File: src/sv/id3_text_field_to_utf8_core_assert.svh
// Assertion macros for the ID3 text field converter, used by its result buffer.
`ifndef ID3_TEXT_FIELD_TO_UTF8_CORE_ASSERT_SVH
`define ID3_TEXT_FIELD_TO_UTF8_CORE_ASSERT_SVH

// Check that a condition implies another in the same cycle.
`define ID3U_ASSERT_NOW(label, clk, rst, ante, cons) \
  label: assert property (@(posedge clk) disable iff (rst) (ante) |-> (cons)) \
    else $error("id3u: same-cycle check failed");

// Check that a condition implies another in the next cycle.
`define ID3U_ASSERT_NEXT(label, clk, rst, ante, cons) \
  label: assert property (@(posedge clk) disable iff (rst) (ante) |=> (cons)) \
    else $error("id3u: next-cycle check failed");

`endif

File: src/sv/id3u_pkg.sv
// Shared types, codes and UTF-8 helpers for the ID3 text field converter.
package id3u_pkg;

  localparam int MAX_RESULTS = 5;

  // Result kinds
  localparam logic [1:0] KIND_TEXT = 2'd0;
  localparam logic [1:0] KIND_LANG = 2'd1;
  localparam logic [1:0] KIND_END  = 2'd2;

  // Text encodings as held in the field state
  localparam logic [2:0] ENC_LATIN1    = 3'd0;
  localparam logic [2:0] ENC_UTF16_BOM = 3'd1;
  localparam logic [2:0] ENC_UTF16_BE  = 3'd2;
  localparam logic [2:0] ENC_UTF8      = 3'd3;
  localparam logic [2:0] ENC_RAW       = 3'd4;

  localparam logic [2:0] POS_MAX = 3'd7;

  // UTF-8 building blocks
  localparam logic [7:0] UTF8_CONT  = 8'h80;
  localparam logic [7:0] UTF8_LEAD2 = 8'hc0;
  localparam logic [7:0] UTF8_LEAD3 = 8'he0;
  localparam logic [7:0] UTF8_LEAD4 = 8'hf0;

  // UTF-16 units and code points
  localparam logic [15:0] BOM_BIG      = 16'hfeff;
  localparam logic [15:0] BOM_LITTLE   = 16'hfffe;
  localparam logic [5:0]  SURR_HIGH    = 6'b110110;
  localparam logic [5:0]  SURR_LOW     = 6'b110111;
  localparam logic [20:0] CP_REPLACE   = 21'h00fffd;
  localparam logic [20:0] CP_SUPP_BASE = 21'h010000;

  typedef struct packed {
    logic [7:0] data;
    logic [1:0] kind;
  } result_t;

  typedef struct packed {
    logic [2:0]                      count;
    result_t [MAX_RESULTS-1:0]       items;
  } batch_t;

  typedef struct packed {
    logic [2:0] pos;
    logic [2:0] encoding;
    logic       lang_found;
    logic [7:0] held_byte;
    logic       held_valid;
    logic       big_endian;
    logic       mark_checked;
    logic [9:0] pend_hi;
    logic       pend_valid;
  } field_state_t;

  // Append one result to a batch, dropping it once the batch is full.
  function automatic batch_t push(batch_t b, logic [7:0] v, logic [1:0] k);
    batch_t r;
    r = b;
    if (r.count < 3'(MAX_RESULTS)) begin
      r.items[r.count].data = v;
      r.items[r.count].kind = k;
      r.count = r.count + 3'd1;
    end
    return r;
  endfunction

  // Append the UTF-8 bytes of one code point, lead byte first.
  function automatic batch_t push_cp(batch_t b, logic [20:0] cp);
    batch_t r;
    r = b;
    if (cp < 21'h000080) begin
      r = push(r, cp[7:0], KIND_TEXT);
    end else if (cp < 21'h000800) begin
      r = push(r, UTF8_LEAD2 | {3'b0, cp[10:6]}, KIND_TEXT);
      r = push(r, UTF8_CONT | {2'b0, cp[5:0]}, KIND_TEXT);
    end else if (cp < 21'h010000) begin
      r = push(r, UTF8_LEAD3 | {4'b0, cp[15:12]}, KIND_TEXT);
      r = push(r, UTF8_CONT | {2'b0, cp[11:6]}, KIND_TEXT);
      r = push(r, UTF8_CONT | {2'b0, cp[5:0]}, KIND_TEXT);
    end else begin
      r = push(r, UTF8_LEAD4 | {5'b0, cp[20:18]}, KIND_TEXT);
      r = push(r, UTF8_CONT | {2'b0, cp[17:12]}, KIND_TEXT);
      r = push(r, UTF8_CONT | {2'b0, cp[11:6]}, KIND_TEXT);
      r = push(r, UTF8_CONT | {2'b0, cp[5:0]}, KIND_TEXT);
    end
    return r;
  endfunction

endpackage

File: src/sv/id3u_if.sv
// Handshake channels of the ID3 text field converter: input, result and configuration.
interface id3u_in_if;
  logic       valid;
  logic       ready;
  logic [7:0] in_byte;
  logic       in_last;
  modport source (output valid, in_byte, in_last, input ready);
  modport sink   (input valid, in_byte, in_last, output ready);
endinterface

interface id3u_out_if;
  logic       valid;
  logic       ready;
  logic [7:0] out_byte;
  logic [1:0] out_kind;
  logic       out_last;
  modport source (output valid, out_byte, out_kind, out_last, input ready);
  modport sink   (input valid, out_byte, out_kind, out_last, output ready);
endinterface

interface id3u_cfg_if;
  logic valid;
  logic ready;
  logic language_present;
  modport source (output valid, language_present, input ready);
  modport sink   (input valid, language_present, output ready);
endinterface

File: src/sv/id3u_convert.sv
// Per-byte conversion: next field state and the batch of results one byte causes.
module id3u_convert (
  input  id3u_pkg::field_state_t st,
  input  logic                   lang_enable,
  input  logic [7:0]             in_byte,
  input  logic                   in_last,
  output id3u_pkg::field_state_t st_next,
  output id3u_pkg::batch_t       batch
);

  logic        alpha;
  logic        lang_slot;
  logic [15:0] unit;
  logic        unit_low;
  logic        unit_high;

  // Classify the byte and assemble the UTF-16 unit in the current order
  assign alpha = ((in_byte >= 8'h41) && (in_byte <= 8'h5a)) ||
                 ((in_byte >= 8'h61) && (in_byte <= 8'h7a));
  assign lang_slot = ((st.pos == 3'd1) && lang_enable && alpha) ||
                     (st.lang_found && (st.pos <= 3'd3));
  assign unit = st.big_endian ? {st.held_byte, in_byte} : {in_byte, st.held_byte};
  assign unit_low  = (unit[15:10] == id3u_pkg::SURR_LOW);
  assign unit_high = (unit[15:10] == id3u_pkg::SURR_HIGH);

  // Work out the next state and the results for this beat
  always_comb begin
    logic mark_taken;
    st_next    = st;
    batch      = '0;
    mark_taken = 1'b0;

    if (st.pos == 3'd0) begin
      st_next.encoding     = (in_byte <= 8'd3) ? in_byte[2:0] : id3u_pkg::ENC_RAW;
      st_next.lang_found   = 1'b0;
      st_next.held_valid   = 1'b0;
      st_next.held_byte    = '0;
      st_next.pend_valid   = 1'b0;
      st_next.pend_hi      = '0;
      st_next.big_endian   = 1'b1;
      st_next.mark_checked = (st_next.encoding != id3u_pkg::ENC_UTF16_BOM);
      if (st_next.encoding == id3u_pkg::ENC_RAW) begin
        batch = id3u_pkg::push(batch, in_byte, id3u_pkg::KIND_TEXT);
      end
    end else if (lang_slot) begin
      st_next.lang_found = 1'b1;
      batch = id3u_pkg::push(batch, in_byte, id3u_pkg::KIND_LANG);
      if (st.encoding == id3u_pkg::ENC_RAW) begin
        batch = id3u_pkg::push(batch, in_byte, id3u_pkg::KIND_TEXT);
      end
    end else if (st.encoding == id3u_pkg::ENC_LATIN1) begin
      // Latin-1 drops the field's final byte
      if (!in_last) begin
        batch = id3u_pkg::push_cp(batch, {13'b0, in_byte});
      end
    end else if ((st.encoding == id3u_pkg::ENC_UTF16_BOM) ||
                 (st.encoding == id3u_pkg::ENC_UTF16_BE)) begin
      if (!st.held_valid) begin
        st_next.held_byte  = in_byte;
        st_next.held_valid = 1'b1;
      end else begin
        st_next.held_valid = 1'b0;
        // Check and drop a byte-order mark on the first unit
        if (!st.mark_checked) begin
          st_next.mark_checked = 1'b1;
          if (unit == id3u_pkg::BOM_BIG) begin
            st_next.big_endian = 1'b1;
            mark_taken         = 1'b1;
          end else if (unit == id3u_pkg::BOM_LITTLE) begin
            st_next.big_endian = 1'b0;
            mark_taken         = 1'b1;
          end
        end
        if (!mark_taken) begin
          if (st.pend_valid) begin
            st_next.pend_valid = 1'b0;
            if (unit_low) begin
              batch = id3u_pkg::push_cp(batch, id3u_pkg::CP_SUPP_BASE +
                                               {1'b0, st.pend_hi, unit[9:0]});
            end else begin
              batch = id3u_pkg::push_cp(batch, id3u_pkg::CP_REPLACE);
            end
          end else if (unit_high) begin
            st_next.pend_hi    = unit[9:0];
            st_next.pend_valid = 1'b1;
          end else if (unit_low) begin
            batch = id3u_pkg::push_cp(batch, id3u_pkg::CP_REPLACE);
          end else if (unit != 16'h0000) begin
            batch = id3u_pkg::push_cp(batch, {5'b0, unit});
          end
        end
      end
    end else begin
      batch = id3u_pkg::push(batch, in_byte, id3u_pkg::KIND_TEXT);
    end

    // Advance the saturating position
    if (st.pos < id3u_pkg::POS_MAX) begin
      st_next.pos = st.pos + 3'd1;
    end

    // Close the field: flush a lone high surrogate, add the end marker
    if (in_last) begin
      if (st_next.pend_valid) begin
        batch = id3u_pkg::push_cp(batch, id3u_pkg::CP_REPLACE);
      end
      batch   = id3u_pkg::push(batch, 8'h00, id3u_pkg::KIND_END);
      st_next = '0;
    end
  end

endmodule

File: src/sv/id3u_result_buf.sv
// Result buffer: holds one beat's batch and hands it out one result per cycle while the output is ready.
`include "id3_text_field_to_utf8_core_assert.svh"

module id3u_result_buf (
  input  logic              clk,
  input  logic              rst,
  input  logic              load,
  input  id3u_pkg::batch_t  batch,
  output logic              free,
  id3u_out_if.source        out_ch
);

  id3u_pkg::result_t [id3u_pkg::MAX_RESULTS-1:0] items;
  logic [2:0] cnt;
  logic [2:0] idx;
  logic       pop;
  logic       take;
  logic [3:0] fill;

  assign pop  = out_ch.valid && out_ch.ready;
  assign take = load && (batch.count != 3'd0);
  assign free = (cnt == 3'd0) || ((cnt == 3'd1) && out_ch.ready);
  assign fill = {1'b0, idx} + {1'b0, cnt};

  // Present the head result
  assign out_ch.valid    = (cnt != 3'd0);
  assign out_ch.out_byte = items[idx].data;
  assign out_ch.out_kind = items[idx].kind;
  assign out_ch.out_last = (cnt == 3'd1);

  // Count and index: load a new batch or advance past the taken result
  always_ff @(posedge clk) begin
    if (rst) begin
      cnt <= '0;
      idx <= '0;
    end else if (take) begin
      cnt <= batch.count;
      idx <= '0;
    end else if (pop) begin
      cnt <= cnt - 3'd1;
      idx <= idx + 3'd1;
    end
  end

  // Hold the payload of the batch
  always_ff @(posedge clk) begin
    if (take) begin
      items <= batch.items;
    end
  end

  `ID3U_ASSERT_NOW(a_load_only_free, clk, rst, load, free)
  `ID3U_ASSERT_NOW(a_fill_bound, clk, rst, 1'b1, fill <= 4'(id3u_pkg::MAX_RESULTS))
  `ID3U_ASSERT_NEXT(a_pop_counts, clk, rst, pop && !take, cnt == $past(cnt) - 3'd1)
  `ID3U_ASSERT_NEXT(a_take_loads, clk, rst, take, (cnt == $past(batch.count)) && (idx == 3'd0))

endmodule

File: src/sv/id3_text_field_to_utf8_core.sv
// Top level of the ID3 text field to UTF-8 converter.
// Takes one byte of an ID3v2 text field per input beat (the first byte picks the encoding)
// and gives UTF-8 text bytes, language letters and one end marker per field. Each input
// beat is converted combinationally into a batch of zero to five results held in the
// result buffer, which hands out one result per cycle while the output is ready. A new
// byte is taken in the cycle its predecessor's last result leaves, so bytes giving at most
// one result each sustain one byte per cycle while the output is ready; a byte giving n
// results (four for a completed surrogate pair, five with the end marker) holds off the
// next byte until its last result leaves, and one giving none (encoding byte, first half
// of a UTF-16 unit) does not. The language register has its own channel, always ready.
module id3_text_field_to_utf8_core (
  input  logic        clk,
  input  logic        rst,
  id3u_in_if.sink     in_ch,
  id3u_out_if.source  out_ch,
  id3u_cfg_if.sink    cfg_ch
);

  id3u_pkg::field_state_t st;
  id3u_pkg::field_state_t st_next;
  id3u_pkg::batch_t       batch;
  logic                   language_present;
  logic                   buf_free;
  logic                   accept;

  assign in_ch.ready  = buf_free;
  assign accept       = in_ch.valid && in_ch.ready;
  assign cfg_ch.ready = 1'b1;

  // Configuration register
  always_ff @(posedge clk) begin
    if (rst) begin
      language_present <= 1'b0;
    end else if (cfg_ch.valid && cfg_ch.ready) begin
      language_present <= cfg_ch.language_present;
    end
  end

  // Field state: advance on each accepted beat
  always_ff @(posedge clk) begin
    if (rst) begin
      st <= '0;
    end else if (accept) begin
      st <= st_next;
    end
  end

  id3u_convert u_convert (
    .st          (st),
    .lang_enable (language_present),
    .in_byte     (in_ch.in_byte),
    .in_last     (in_ch.in_last),
    .st_next     (st_next),
    .batch       (batch)
  );

  id3u_result_buf u_result_buf (
    .clk    (clk),
    .rst    (rst),
    .load   (accept),
    .batch  (batch),
    .free   (buf_free),
    .out_ch (out_ch)
  );

endmodule
File: src/flat_wrapper.sv
// flat-port wrapper written by rule: the top's interface ports become plain ports
module id3_text_field_to_utf8_core_flat 
  (clk, rst, in_ch_valid, in_ch_in_byte, in_ch_in_last, in_ch_ready, out_ch_valid, out_ch_out_byte, out_ch_out_kind, out_ch_out_last, out_ch_ready, cfg_ch_valid, cfg_ch_language_present, cfg_ch_ready);
  id3u_in_if in_ch_i ();
  id3u_out_if out_ch_i ();
  id3u_cfg_if cfg_ch_i ();
  input  logic clk;
  input  logic rst;
  input wire logic [$bits(in_ch_i.valid)-1:0] in_ch_valid;
  input wire logic [$bits(in_ch_i.in_byte)-1:0] in_ch_in_byte;
  input wire logic [$bits(in_ch_i.in_last)-1:0] in_ch_in_last;
  output wire logic [$bits(in_ch_i.ready)-1:0] in_ch_ready;
  output wire logic [$bits(out_ch_i.valid)-1:0] out_ch_valid;
  output wire logic [$bits(out_ch_i.out_byte)-1:0] out_ch_out_byte;
  output wire logic [$bits(out_ch_i.out_kind)-1:0] out_ch_out_kind;
  output wire logic [$bits(out_ch_i.out_last)-1:0] out_ch_out_last;
  input wire logic [$bits(out_ch_i.ready)-1:0] out_ch_ready;
  input wire logic [$bits(cfg_ch_i.valid)-1:0] cfg_ch_valid;
  input wire logic [$bits(cfg_ch_i.language_present)-1:0] cfg_ch_language_present;
  output wire logic [$bits(cfg_ch_i.ready)-1:0] cfg_ch_ready;
  assign in_ch_i.valid = in_ch_valid;
  assign in_ch_i.in_byte = in_ch_in_byte;
  assign in_ch_i.in_last = in_ch_in_last;
  assign in_ch_ready = in_ch_i.ready;
  assign out_ch_valid = out_ch_i.valid;
  assign out_ch_out_byte = out_ch_i.out_byte;
  assign out_ch_out_kind = out_ch_i.out_kind;
  assign out_ch_out_last = out_ch_i.out_last;
  assign out_ch_i.ready = out_ch_ready;
  assign cfg_ch_i.valid = cfg_ch_valid;
  assign cfg_ch_i.language_present = cfg_ch_language_present;
  assign cfg_ch_ready = cfg_ch_i.ready;
  id3_text_field_to_utf8_core u_core (.clk(clk), .rst(rst), .in_ch(in_ch_i), .out_ch(out_ch_i), .cfg_ch(cfg_ch_i));
endmodule
File: config.mk
export PLATFORM = sky130hd
export DESIGN_NAME = id3_text_field_to_utf8_core_flat
export DESIGN_NICKNAME = d
export VERILOG_FILES = /design/src/sv/id3u_pkg.sv /design/src/sv/id3u_if.sv /design/src/sv/id3u_convert.sv /design/src/sv/id3u_result_buf.sv /design/src/sv/id3_text_field_to_utf8_core.sv /design/src/flat_wrapper.sv
export VERILOG_INCLUDE_DIRS = /design/src /design/src/sv
export SDC_FILE = /design/constraint.sdc
export NUM_CORES = 1
export LEC_CHECK = 0
export ABC_CLOCK_PERIOD_IN_PS = 9900
export BUFFER_PORTS_ARGS = -buffer_cell sky130_fd_sc_hd__buf_4
export CORE_MARGIN = 2
export CORE_UTILIZATION = 55
export DETAILED_ROUTE_END_ITERATION = 6
export HOLD_SLACK_MARGIN = 0.03
export PLACE_DENSITY = 0.72
export SLEW_MARGIN = 10
export SYNTH_ARGS = -nofsm -noshare
export SYNTH_HDL_FRONTEND = slang
export SYNTH_HIERARCHICAL = 1
export SYNTH_SLANG_ARGS = --single-unit
File: constraint.sdc
create_clock -name clk -period 9.9 [get_ports clk]
set_clock_uncertainty 0.2 [all_clocks]
set_input_delay 0.99 -clock clk [delete_from_list [all_inputs] [get_ports clk]]
set_output_delay 0.99 -clock clk [all_outputs]
set_load 0.005 [all_outputs]
==> impl_metrics.tcl <==
set metrics [dict create \
    wire_per_inst_um 20.9 \
    grt_usage 0.300 \
    drt_iter0_drc 819 \
    nets 885 \
    min_period_ns 7.46 \
    start_util 0.568 \
    grt_max_degree 61 \
    netlist_area_sq_um 7580 \
    fin_util 0.590 \
    synth_cell_type_count 96 \
    rsz0062_at_grt "false" \
    synth.avg_cell_area_sq_um 8.56 \
    synth_xor_area_frac 0.00577 \
    grt_overflow 0 \
    die_area_sq_um 14700 \
    drive_above_1_share 0.159 \
    synth_top_area_frac 0.198 \
    drc 0 \
    place_ws_ns 2.16 \
    slew_headroom 0.214 \
    yosys.area.top_type "edfxtp_1" \
    grt_pass1_vias 6420 \
    yosys.area_share.simple 0.213 \
    crit_type "in2reg" \
    endpoint_kind "flip-flop" \
    run_status "finished clean" \
    fin_ws_ns 2.44 \
    finalHoldViolCount 0 \
    setup_violations 0 \
    ys_seq_area_frac 0.293 \
    ir_drop_mv 0.126 \
    hp-class "reg2reg" \
    synth_edf_count 50 \
    async_reset_ff_frac 0 \
    io_buffers 27 \
    critPathArrivalTime_ns 7.24 \
    wl_um 21700 \
    syn2layout_area_growth_pct 3.81 \
    dp_hpwl_um 15400 \
    start_kind "primary input" \
    drtAntennaViolNets 0 \
    grt_pass1_wl_um 34600 \
    worst_pin_slew_ns 1.17 \
    synthAdderAreaFrac 0.0214 \
    period_share 0.754 \
    cts_buffers 9 \
    worst-path-max-fanout 50 \
    synth_top_family_by_area "compound AO/OA/AOI/OAI gates" \
    cts.path.max_buffers 2 \
    insertion_delay_ns 0.36 \
    yosys_register_bits 86 \
    row_count 42 \
    mostFrequentLayoutCells "nor2_1, a21oi_1, nand2_1" \
    fin_setup_tns_ns 0 \
    synth_mux_area_frac 0.0703 \
    cts.sinks 86 \
    antenna_cells 0 \
    cts-htree-levels 3 \
    die_w_um 121 \
    die_h_um 121 \
    cts_root_buf "clkbuf_16" \
    cts_resized 0 \
    antenna_found_initial 0 \
    drv_cap 0 \
    layout_commonest_cell "nor2_1" \
    post_cts_buffers 0 \
    synth.area.top_cells "edfxtp_1, dfxtp_1, mux2i_1, a21oi_1, a21bo_1" \
    postSynth.topFlopCell "edfxtp_1" \
    p_leak_nw 2.50 \
    finalMaxSlewViolations 0 \
    path_clk_slew_ns 0.06 \
    postCtsHoldBufs 0 \
    route.vias.total 7004 \
    viasPerCell 6.75 \
    coreArea_sq_um 13300 \
    synth_compound_area_frac 0.316 \
    worstPathRequired_ns 9.68 \
    synthCells 886 \
    cts_tree "yes" \
    p_per_area_nw_per_um2 184 \
    hold_ws_ns 0.319 \
    firstDrtPassIters 5 \
    yosysWarnings 6 \
    place.gp.congestion 0.995 \
    fmax_ghz 0.134 \
    pin_count 29 \
]
-- worst paths after layout --
| kind | slack [ns] | cells after the start | end | startpoint |
|---|---|---|---|---|
| worst max-delay path | 2.44 | 23 | u_core/u_result_buf/items[4] | in_ch_in_byte[7] |
| worst min-delay path | 0.32 | 2 | u_core/u_result_buf/cnt[0] | u_core/u_result_buf/cnt[0] |
| worst max register to register | 2.61 | 24 | u_core/u_result_buf/items[4] | u_core/st[12] |
| worst min register to register | 0.32 | 2 | u_core/u_result_buf/cnt[0] | u_core/u_result_buf/cnt[0] |
-- cell type report --
| class | instances | area (sq um) |
|---|---|---|
| clock buffers | 9 | 225 |
| clock inverters | 7 | 78.8 |
| fillers | 1214 | 5470 |
| inverters | 20 | 77.6 |
| multi-input cells | 704 | 4780 |
| flip-flops and latches | 86 | 2220 |
| well taps | 176 | 220 |
| repair buffers | 36 | 270 |
-- sequential cells by signal, summed over array words and instances (netlist names) --
signal and count:
u_core/u_result_buf/items 50, u_core/st 29, u_core/u_result_buf/cnt 3, u_core/u_result_buf/idx 3, u_core/language_present 1
-- per-stage QoR --
step | total power, W | area, sq um | cells
after floorplan | 0.000978 | 7600 | 891
after global placement | 0.00108 | 7570 | 1022
after detailed placement | 0.00109 | 7570 | 1022
after CTS | 0.00145 | 7870 | 1038
after global routing | 0.00153 | 7870 | 1038
final | 0.00145 | 7870 | 1038
-- layer usage --
metal	up-vias	track usage	wire length, um
met5	-	0	0
met4	0	0.108	584
met3	51	0.0611	1790
met2	382	0.472	9930
met1	3298	0.411	9430
li1	3273	-	-
-- critical path, cell delays in order --
cell       delay (ns)
buf_4            0.22
nand4_4          0.12
o32ai_2          0.43
nand2_1          0.43
o2111ai_2        0.40
o211ai_2         0.19
nand2_4          0.19
inv_4            0.11
ha_1             0.49
ha_1             0.51
and3_1           0.25
a221oi_1         0.10
and3_1           0.22
a311oi_2         0.33
a21oi_1          0.23
a21oi_2          0.35
inv_1            0.09
ha_1             0.29
nor2_1           0.04
o21ai_0          0.10
o211a_1          0.25
o31ai_4          0.12
inv_2            0.73
-- cells by family after synthesis --
group | after synthesis
flops | 86
compound gates | 329
mux | 52
xor+xnor | 5
other cells | 2
buf+inv | 101
fa+ha+maj | 13
simple gates | 298
-- Yosys cell counts (all sizes together) (5+ instances only) --
| cell type | instances |
|---|---|
| and3 | 7 |
| nand3 | 41 |
| or3 | 6 |
| o31ai | 6 |
| ha | 13 |
| nand2 | 69 |
| a21boi | 5 |
| o211ai | 15 |
| a32oi | 6 |
| o22ai | 7 |
| inv | 20 |
| mux2 | 7 |
| nor2 | 77 |
| nand4 | 9 |
| a211o | 5 |
| nor3 | 29 |
| o21a | 10 |
| edfxtp | 50 |
| a31oi | 7 |
| or4 | 5 |
| clkbuf | 33 |
| o21ai | 60 |
| nand3b | 14 |
| a22oi | 7 |
| mux2i | 45 |
| nand2b | 6 |
| a21oi | 103 |
| a211oi | 29 |
| nor2b | 8 |
| a21bo | 29 |
| dfxtp | 36 |
| nor4 | 7 |
| buf | 48 |
| and2 | 7 |
-- power breakdown --
group | switching (W) | internal (W)
Sequential | 0.0000289 | 0.000462
Combinational | 0.000393 | 0.000212
Clock | 0.000155 | 0.000199
Total | 0.000576 | 0.000872
Note: power is estimated with default switching activity, not from simulation.
